`config.mk`:
```
export PLATFORM = sky130hd
export DESIGN_NAME = quoted_printable_encoder
export DESIGN_NICKNAME = d
export VERILOG_FILES = /design/src/qpe_pkg.sv /design/src/qpe_front.sv /design/src/qpe_queue.sv /design/src/qpe_emit.sv /design/src/quoted_printable_encoder.sv
export SDC_FILE = /design/constraint.sdc
export NUM_CORES = 1
export LEC_CHECK = 0
export ABC_CLOCK_PERIOD_IN_PS = 4600
export BUFFER_PORTS_ARGS = -buffer_cell sky130_fd_sc_hd__buf_2
export CORE_ASPECT_RATIO = 0.8
export CORE_MARGIN = 3
export CORE_UTILIZATION = 50
export DETAILED_ROUTE_END_ITERATION = 6
export GPL_TIMING_DRIVEN = 0
export PLACE_DENSITY = 0.75
export SYNTH_ARGS = -nofsm -noshare
export SYNTH_HDL_FRONTEND = slang
export SYNTH_SLANG_ARGS = --single-unit
```
`constraint.sdc`:
```
create_clock -name aclk -period 4.6 [get_ports aclk]
set_clock_uncertainty 0.2 [all_clocks]
set_input_delay 0.46 -clock aclk [delete_from_list [all_inputs] [get_ports aclk]]
set_output_delay 0.46 -clock aclk [all_outputs]
set_load 0.05 [all_outputs]
```
`src/qpe_pkg.sv`:
```
// shared types, constants and helpers for the quoted-printable encoder
package qpe_pkg;

    localparam int unsigned QUEUE_DEPTH   = 4;
    localparam logic [7:0]  LIMIT_RESET   = 8'd76;

    localparam logic [7:0]  CH_EQUALS     = 8'h3D;
    localparam logic [7:0]  CH_NEWLINE    = 8'h0A;
    localparam logic [7:0]  CH_TAB        = 8'h09;
    localparam logic [7:0]  CH_SPACE      = 8'h20;
    localparam logic [7:0]  CH_PLAIN_LO   = 8'd32;
    localparam logic [7:0]  CH_PLAIN_MID  = 8'd60;
    localparam logic [7:0]  CH_PLAIN_HI   = 8'd62;
    localparam logic [7:0]  CH_PLAIN_TOP  = 8'd126;
    localparam logic [7:0]  LEN_MAX       = 8'd255;

    // one classified byte handed from front to back
    typedef struct packed {
        logic [7:0] data;
        logic       brk;     // soft break goes first
        logic       quoted;  // byte goes out as =XY
    } qpe_cmd_t;

    // uppercase hex digit
    function automatic logic [7:0] hex_char(input logic [3:0] nib);
        logic [7:0] ext;
        ext = {4'h0, nib};
        if (nib < 4'd10) begin
            hex_char = 8'h30 + ext;
        end else begin
            hex_char = 8'h37 + ext;
        end
    endfunction

endpackage

```
`src/qpe_front.sv`:
```
// front end: holds the line limit and line state, classifies each input word
module qpe_front (
    input  logic             aclk,
    input  logic             aresetn,
    input  logic             cfg_we,
    input  logic [7:0]       cfg_wdata,
    input  logic             s_axis_tvalid,
    output logic             s_axis_tready,
    input  logic [7:0]       s_axis_tdata,   // data_byte
    input  logic             s_axis_tlast,   // end_of_message
    output logic             push,
    input  logic             push_ready,
    output qpe_pkg::qpe_cmd_t push_cmd
);
    import qpe_pkg::*;

    logic [7:0] limit_reg, limit_next;
    logic [7:0] len_reg, len_next;
    logic       blank_reg, blank_next;

    logic       simple;
    logic       brk;
    logic       accept;
    logic [8:0] len_plus3;
    logic [8:0] grown;
    logic [7:0] base_len;

    assign s_axis_tready = push_ready;
    assign accept        = s_axis_tvalid && push_ready;
    assign push          = accept;

    always_comb begin
        simple = ((s_axis_tdata >= CH_PLAIN_LO) && (s_axis_tdata <= CH_PLAIN_MID)) ||
                 ((s_axis_tdata >= CH_PLAIN_HI) && (s_axis_tdata <= CH_PLAIN_TOP)) ||
                 (s_axis_tdata == CH_TAB) || (s_axis_tdata == CH_NEWLINE);
        len_plus3 = {1'b0, len_reg} + 9'd3;
        brk = (len_reg >= limit_reg) ||
              ((s_axis_tdata == CH_NEWLINE) && blank_reg) ||
              (!simple && (len_plus3 >= {1'b0, limit_reg}));
        base_len = brk ? 8'd0 : len_reg;
        grown = {1'b0, base_len} + (simple ? 9'd1 : 9'd3);

        push_cmd.data   = s_axis_tdata;
        push_cmd.brk    = brk;
        push_cmd.quoted = !simple;

        limit_next = cfg_we ? cfg_wdata : limit_reg;
        len_next   = len_reg;
        blank_next = blank_reg;
        if (accept) begin
            len_next   = grown[8] ? LEN_MAX : grown[7:0];
            blank_next = simple && ((s_axis_tdata == CH_SPACE) || (s_axis_tdata == CH_TAB));
            if (simple && (s_axis_tdata == CH_NEWLINE)) begin
                len_next = 8'd0;
            end
            if (s_axis_tlast) begin
                len_next   = 8'd0;
                blank_next = 1'b0;
            end
        end
    end

    always_ff @(posedge aclk) begin
        if (!aresetn) begin
            limit_reg <= LIMIT_RESET;
            len_reg   <= 8'd0;
            blank_reg <= 1'b0;
        end else begin
            limit_reg <= limit_next;
            len_reg   <= len_next;
            blank_reg <= blank_next;
        end
    end

endmodule

```
`src/qpe_queue.sv`:
```
// short queue of classified words between front and back
module qpe_queue #(
    parameter int unsigned DEPTH = qpe_pkg::QUEUE_DEPTH
) (
    input  logic              aclk,
    input  logic              aresetn,
    input  logic              push,
    output logic              push_ready,
    input  qpe_pkg::qpe_cmd_t push_cmd,
    output logic              head_valid,
    input  logic              pop,
    output qpe_pkg::qpe_cmd_t head_cmd
);
    import qpe_pkg::*;

    localparam int unsigned PTR_W = (DEPTH > 1) ? $clog2(DEPTH) : 1;
    localparam int unsigned CNT_W = $clog2(DEPTH + 1);
    localparam logic [PTR_W-1:0] PTR_LAST = PTR_W'(DEPTH - 1);
    localparam logic [CNT_W-1:0] CNT_FULL = CNT_W'(DEPTH);

    qpe_cmd_t         mem [DEPTH];
    logic [PTR_W-1:0] wr_ptr_reg, wr_ptr_next;
    logic [PTR_W-1:0] rd_ptr_reg, rd_ptr_next;
    logic [CNT_W-1:0] cnt_reg, cnt_next;
    logic             do_push, do_pop;

    assign push_ready = (cnt_reg != CNT_FULL);
    assign head_valid = (cnt_reg != '0);
    assign head_cmd   = mem[rd_ptr_reg];
    assign do_push    = push && push_ready;
    assign do_pop     = pop && head_valid;

    always_comb begin
        wr_ptr_next = wr_ptr_reg;
        rd_ptr_next = rd_ptr_reg;
        cnt_next    = cnt_reg;
        if (do_push) begin
            wr_ptr_next = (wr_ptr_reg == PTR_LAST) ? '0 : wr_ptr_reg + 1'b1;
        end
        if (do_pop) begin
            rd_ptr_next = (rd_ptr_reg == PTR_LAST) ? '0 : rd_ptr_reg + 1'b1;
        end
        if (do_push && !do_pop) begin
            cnt_next = cnt_reg + 1'b1;
        end else if (!do_push && do_pop) begin
            cnt_next = cnt_reg - 1'b1;
        end
    end

    always_ff @(posedge aclk) begin
        if (do_push) begin
            mem[wr_ptr_reg] <= push_cmd;
        end
    end

    always_ff @(posedge aclk) begin
        if (!aresetn) begin
            wr_ptr_reg <= '0;
            rd_ptr_reg <= '0;
            cnt_reg    <= '0;
        end else begin
            wr_ptr_reg <= wr_ptr_next;
            rd_ptr_reg <= rd_ptr_next;
            cnt_reg    <= cnt_next;
        end
    end

endmodule

```
`src/qpe_emit.sv`:
```
// back end: expands each classified word into output characters
module qpe_emit (
    input  logic              aclk,
    input  logic              aresetn,
    input  logic              head_valid,
    input  qpe_pkg::qpe_cmd_t head_cmd,
    output logic              pop,
    output logic              m_axis_tvalid,
    input  logic              m_axis_tready,
    output logic [7:0]        m_axis_tdata,   // out_byte
    output logic              m_axis_tlast    // out_last
);
    import qpe_pkg::*;

    typedef enum logic [4:0] {
        S_HEAD   = 5'b00001,
        S_BRK_NL = 5'b00010,
        S_BODY   = 5'b00100,
        S_HEX_HI = 5'b01000,
        S_HEX_LO = 5'b10000
    } emit_state_t;

    emit_state_t state_reg, state_next, state_step;
    logic        m_tvalid_reg, m_tvalid_next;
    logic [7:0]  m_tdata_reg, m_tdata_next;
    logic        m_tlast_reg, m_tlast_next;
    logic        advance;
    logic [7:0]  char_c;
    logic        last_c;
    logic        done_c;

    assign advance       = head_valid && (!m_tvalid_reg || m_axis_tready);
    assign pop           = advance && done_c;
    assign m_axis_tvalid = m_tvalid_reg;
    assign m_axis_tdata  = m_tdata_reg;
    assign m_axis_tlast  = m_tlast_reg;

    always_comb begin
        char_c     = head_cmd.data;
        last_c     = 1'b0;
        done_c     = 1'b0;
        state_step = S_HEAD;
        unique case (state_reg)
            S_HEAD: begin
                if (head_cmd.brk) begin
                    char_c     = CH_EQUALS;
                    state_step = S_BRK_NL;
                end else if (head_cmd.quoted) begin
                    char_c     = CH_EQUALS;
                    state_step = S_HEX_HI;
                end else begin
                    last_c = 1'b1;
                    done_c = 1'b1;
                end
            end
            S_BRK_NL: begin
                char_c     = CH_NEWLINE;
                state_step = S_BODY;
            end
            S_BODY: begin
                if (head_cmd.quoted) begin
                    char_c     = CH_EQUALS;
                    state_step = S_HEX_HI;
                end else begin
                    last_c = 1'b1;
                    done_c = 1'b1;
                end
            end
            S_HEX_HI: begin
                char_c     = hex_char(head_cmd.data[7:4]);
                state_step = S_HEX_LO;
            end
            S_HEX_LO: begin
                char_c = hex_char(head_cmd.data[3:0]);
                last_c = 1'b1;
                done_c = 1'b1;
            end
            default: begin
                state_step = S_HEAD;
            end
        endcase
    end

    always_comb begin
        state_next    = state_reg;
        m_tvalid_next = m_tvalid_reg;
        m_tdata_next  = m_tdata_reg;
        m_tlast_next  = m_tlast_reg;
        if (advance) begin
            state_next    = state_step;
            m_tvalid_next = 1'b1;
            m_tdata_next  = char_c;
            m_tlast_next  = last_c;
        end else if (m_axis_tready) begin
            m_tvalid_next = 1'b0;
        end
    end

    always_ff @(posedge aclk) begin
        if (!aresetn) begin
            state_reg    <= S_HEAD;
            m_tvalid_reg <= 1'b0;
        end else begin
            state_reg    <= state_next;
            m_tvalid_reg <= m_tvalid_next;
        end
    end

    always_ff @(posedge aclk) begin
        m_tdata_reg <= m_tdata_next;
        m_tlast_reg <= m_tlast_next;
    end

    // mid-expansion the word stays at the queue head
    a_head_held: assert property (@(posedge aclk) disable iff (!aresetn)
        (state_reg != S_HEAD) |-> head_valid)
        else $error("word left queue before its expansion finished");

    // a soft break newline always follows an equals sign
    a_break_eq: assert property (@(posedge aclk) disable iff (!aresetn)
        (state_reg == S_BRK_NL) |-> (m_tvalid_reg && (m_tdata_reg == CH_EQUALS)))
        else $error("soft break newline not preceded by equals");

    // the last character of a word is never an equals sign
    a_last_not_eq: assert property (@(posedge aclk) disable iff (!aresetn)
        (m_tvalid_reg && m_tlast_reg) |-> (m_tdata_reg != CH_EQUALS))
        else $error("word ended on an equals sign");

endmodule

```
`src/quoted_printable_encoder.sv`:
```
// each accepted word is queued; its characters then leave through the output register
// one output character per cycle while a word is queued and the output is not held;
//   characters: plain byte 1, quoted byte 3, soft break 2 more, so 1 to 5 per word
// the output register in the back end sets the pace; a 4-entry queue lets input run ahead
// reset: synchronous active-low aresetn clears line state and queue, limit returns to 76
module quoted_printable_encoder #(
    parameter int unsigned QUEUE_DEPTH = qpe_pkg::QUEUE_DEPTH
) (
    input  logic       aclk,
    input  logic       aresetn,
    input  logic       cfg_we,
    input  logic [7:0] cfg_wdata,       // line_limit
    input  logic       s_axis_tvalid,
    output logic       s_axis_tready,
    input  logic [7:0] s_axis_tdata,    // [7:0] data_byte
    input  logic       s_axis_tlast,    // end_of_message
    output logic       m_axis_tvalid,
    input  logic       m_axis_tready,
    output logic [7:0] m_axis_tdata,    // [7:0] out_byte
    output logic       m_axis_tlast     // out_last
);
    import qpe_pkg::*;

    logic     push, push_ready, head_valid, pop;
    qpe_cmd_t push_cmd, head_cmd;

    qpe_front u_front (
        .aclk          (aclk),
        .aresetn       (aresetn),
        .cfg_we        (cfg_we),
        .cfg_wdata     (cfg_wdata),
        .s_axis_tvalid (s_axis_tvalid),
        .s_axis_tready (s_axis_tready),
        .s_axis_tdata  (s_axis_tdata),
        .s_axis_tlast  (s_axis_tlast),
        .push          (push),
        .push_ready    (push_ready),
        .push_cmd      (push_cmd)
    );

    qpe_queue #(
        .DEPTH (QUEUE_DEPTH)
    ) u_queue (
        .aclk       (aclk),
        .aresetn    (aresetn),
        .push       (push),
        .push_ready (push_ready),
        .push_cmd   (push_cmd),
        .head_valid (head_valid),
        .pop        (pop),
        .head_cmd   (head_cmd)
    );

    qpe_emit u_emit (
        .aclk          (aclk),
        .aresetn       (aresetn),
        .head_valid    (head_valid),
        .head_cmd      (head_cmd),
        .pop           (pop),
        .m_axis_tvalid (m_axis_tvalid),
        .m_axis_tready (m_axis_tready),
        .m_axis_tdata  (m_axis_tdata),
        .m_axis_tlast  (m_axis_tlast)
    );

endmodule

```
==> impl_metrics.py <==
metrics = {
    "status": {
        "status": "finished clean",
    },
    "setup_path": {
        "cp.arrival_ns": 4.55,
        "required_ns": 4.66,
        "path_class": "reg2reg",
        "worstPathMaxFanout": 4,
        "worstSetupStartpointType": "flop",
        "slowest_stage": "or4_4",
        "path_cells": "inv_1 > ha_2 > and4b_1 > nand2_1 > xnor2_2 > ha_1 > a21oi_2 > o22ai_1 > or4_4 > a21oi_4 > and2_4 > nand2_1 > fa_1 > nor2_2 > and2_4 > and3_4 > a21oi_1 > a221oi_2",
        "crit_path_end_kind": "flop",
        "critPathMaxStageDelay_ns": 0.55,
    },
    "cells_and_area": {
        "nFillCells": 676,
        "num_antenna_cells": 0,
        "final_cell_mix": "edfxtp_1, buf_2, nor2_1",
        "largest_reg_flops": 40,
        "multi_input_area_um2": 2190,
        "drive_above_1_share_pct": 22.3,
        "nets": 511,
        "areaGrowthSynthToFinish_pct": 13.9,
        "top_register": "u_queue.mem",
        "layout.cells.most_common": "edfxtp_1",
        "seq_area_um2": 2120,
    },
    "power": {
        "p_int_mw": 1.53,
        "p_total_mw": 2.58,
        "p_clk_share_pct": 20.4,
        "sw_frac_of_total_pct": 40.7,
        "p_per_area_nw_per_um2": 510,
        "power.static_leakage_nw": 2.01,
        "irDropWorstVdd_mv": 0.368,
        "p_comb_share_pct": 41.6,
        "p_sw_mw": 1.05,
        "pwr-share-seq_pct": 38.0,
    },
    "timing": {
        "period_needed_ns": 4.49,
        "slew_viol_final": 0,
        "tightest_slew_ns": 0.884,
        "setup_viol": 0,
        "fmax_ghz": 0.223,
        "relSlewSlack_pct": 41.1,
        "hold_viol": 0,
        "final.setup.tns_ns": 0,
        "period_share_pct": 97.5,
    },
    "clock_tree": {
        "cts_buffers": 9,
        "root_buffer": "clkbuf_8",
        "cts_tree": "yes",
        "clock-sinks": 81,
        "clkTransAtPathRegs_ns": 0.09,
        "cts-htree-levels": 3,
        "clock_latency_ns": 0.37,
        "cts_buffer_depth": 2,
        "hold_buffers": 0,
    },
    "synth": {
        "synthCells": 412,
        "synth_edf_count": 49,
        "synth_flop_cell": "edfxtp_1",
        "yosysUniqueCellTypes": 64,
        "avgSynthCellArea_um2": 10.8,
        "yosys_warnings": 0,
        "ys_seq_area_share_pct": 47.5,
        "syn_nets": 462,
        "mappedNetlistArea_um2": 4450,
        "synth-seq-cells": 81,
        "postSynth.asyncResetShare_pct": 0,
    },
    "place": {
        "dp.final_hpwl_um": 6690,
        "gp_congestion": 0.913,
        "port_buffers": 32,
    },
    "route": {
        "ant_nets": 0,
        "num_vias": 3372,
        "finalWirelength_um": 9710,
        "drc": 0,
        "vias_per_cell": 5.83,
        "wl_per_cell_um": 16.8,
        "firstDrtPassIters": 5,
        "first_iter_violations": 292,
    },
    "global_route": {
        "grt_antenna_before_repair": 0,
        "grt-busiest-layer": "met2",
        "gr-total-overflow": 0,
        "use_met2_pct": 29.6,
        "grt_pass1_wl_um": 15900,
        "grt_pass1_vias": 3294,
        "use_met3_pct": 4.69,
        "track_usage_pct": 19.5,
        "grt_max_degree": 19,
        "use_met1_pct": 27.9,
    },
    "floorplan": {
        "core_area_um2": 8560,
        "die-area_um2": 10100,
        "die-height_um": 90.3,
        "fp.dieW_um": 111,
        "pin_count": 33,
        "rows": 30,
        "start_util_pct": 51.9,
    },
    "run": {
        "maxCapViolCount": 0,
    },
    "worst_hold_path": {
        "hold_path.class": "in2reg",
    },
}
==> worst max-delay path: cells and delay by family (launching register included) <==
kind / cells / cell delay (ns)
buffers and inverters: 1 / 0.09
AND/OR/NAND/NOR: 8 / 1.75
XOR/XNOR: 1 / 0.16
flip-flops: 1 / 0.38
AO/OA/AOI/OAI: 5 / 0.79
adder cells (fa/ha/maj): 3 / 1.01
==> final timing paths <==
check	from	to	slack [ns]	cells after the start
min	cfg_wdata[6]	u_front.limit_reg[6]	0.11	3
min reg2reg	u_front.blank_reg	u_front.blank_reg	0.28	2
max	u_front.len_reg[0]	u_front.len_reg[2]	0.11	18
max reg2reg	u_front.len_reg[0]	u_front.len_reg[2]	0.11	18
==> repair_timing <==
item | 4_1_cts | 5_1_grt
pin swaps | 0 | 5
gates resized for setup | 4 | 13
endpoints found under the setup margin | 3 | 7
buffers inserted | 1 | 5
==> power groups by stage <==
| stage | logic [mW] | registers, mW | clock network, mW |
|---|---|---|---|
| 6_report | 1.07 | 0.980 | 0.526 |
| 5_1_grt | 1.19 | 0.995 | 0.560 |
| 4_1_cts | 1.05 | 0.983 | 0.534 |
| 3_5_place_dp | 1.05 | 0.999 | 0 |
| 3_3_place_gp | 1.02 | 0.995 | 0 |
| 2_1_floorplan | 0.667 | 1.15 | 0 |
==> kinds of logic (layout without fill, tap and decap cells) <==
logic type / count (synthesis) / count (layout) / synth area share [%]
flip-flops: 81 / 81 / 47.5
adder cells (fa/ha/maj): 28 / 28 / 8.22
AND/OR/NAND/NOR: 134 / 134 / 16.1
multiplexers: 24 / 24 / 7.99
XOR/XNOR: 13 / 13 / 2.56
buffers and inverters: 46 / 100 / 4.53
AO/OA/AOI/OAI: 86 / 86 / 13.1
==> cell usage after synthesis, types with 2 or more instances <==
library cell	count	area (µm²)
and3_1	9	56.3
buf_1	3	11.3
buf_2	5	25.0
xor2_1	7	61.3
nand2b_1	7	43.8
o21a_1	5	37.5
o211ai_1	10	75.1
nor2_1	36	135
a22oi_1	2	15.0
dfxtp_1	32	641
inv_1	29	109
mux2_2	2	22.5
edfxtp_1	49	1470
nor2b_1	4	25.0
a21o_1	3	22.5
mux4_2	9	203
xnor2_1	6	52.6
clkbuf_1	6	22.5
or3_1	2	12.5
o21ai_0	14	70.1
nand2_1	25	93.8
a221oi_1	2	17.5
buf_6	3	33.8
nor3_1	18	90.1
nand3_1	9	45.0
mux2i_1	13	130
a221o_1	2	20.0
a21oi_1	22	110
a211oi_1	3	22.5
o22ai_1	4	25.0
ha_1	26	325
nand2_2	2	12.5
a31oi_1	5	31.3
or4_4	2	22.5
nand4_1	4	25.0
and2_1	3	18.8
fa_1	2	40.0
==> per-stage QoR <==
step / hold slack (ns) / util, % / instance area [µm²] / cells / worst slack, ns
5_1_grt: 0.124 / 59.2 / 5060 / 578 / -0.0547
6_report: 0.107 / 59.2 / 5060 / 578 / 0.113
3_5_place_dp: 0.272 / 55.5 / 4750 / 556 / -0.252
2_1_floorplan: 0.232 / - / 4450 / 412 / 0.266
3_3_place_gp: 0.257 / 55.5 / 4750 / 556 / -0.225
4_1_cts: 0.102 / 58.1 / 4970 / 573 / 0.0241
==> layout make-up <==
cell class                      count  area share [%]
Clock inverter                      7            1.71
Tap cell                          112            2.77
Timing Repair Buffer               38            4.05
Multi-Input combinational cell    285            43.2
Clock buffer                        9            2.45
Sequential cell                    81            41.9
Buffer                             17            1.83
Inverter                           29            2.15
==> metal layers <==
metal,vias up,share of wire [%]
met2,117,46
met3,11,7.2
met1,1618,45
met5,-,0
met4,0,1.4
li1,1626,-
Note: power is estimated with default switching activity, not from simulation.
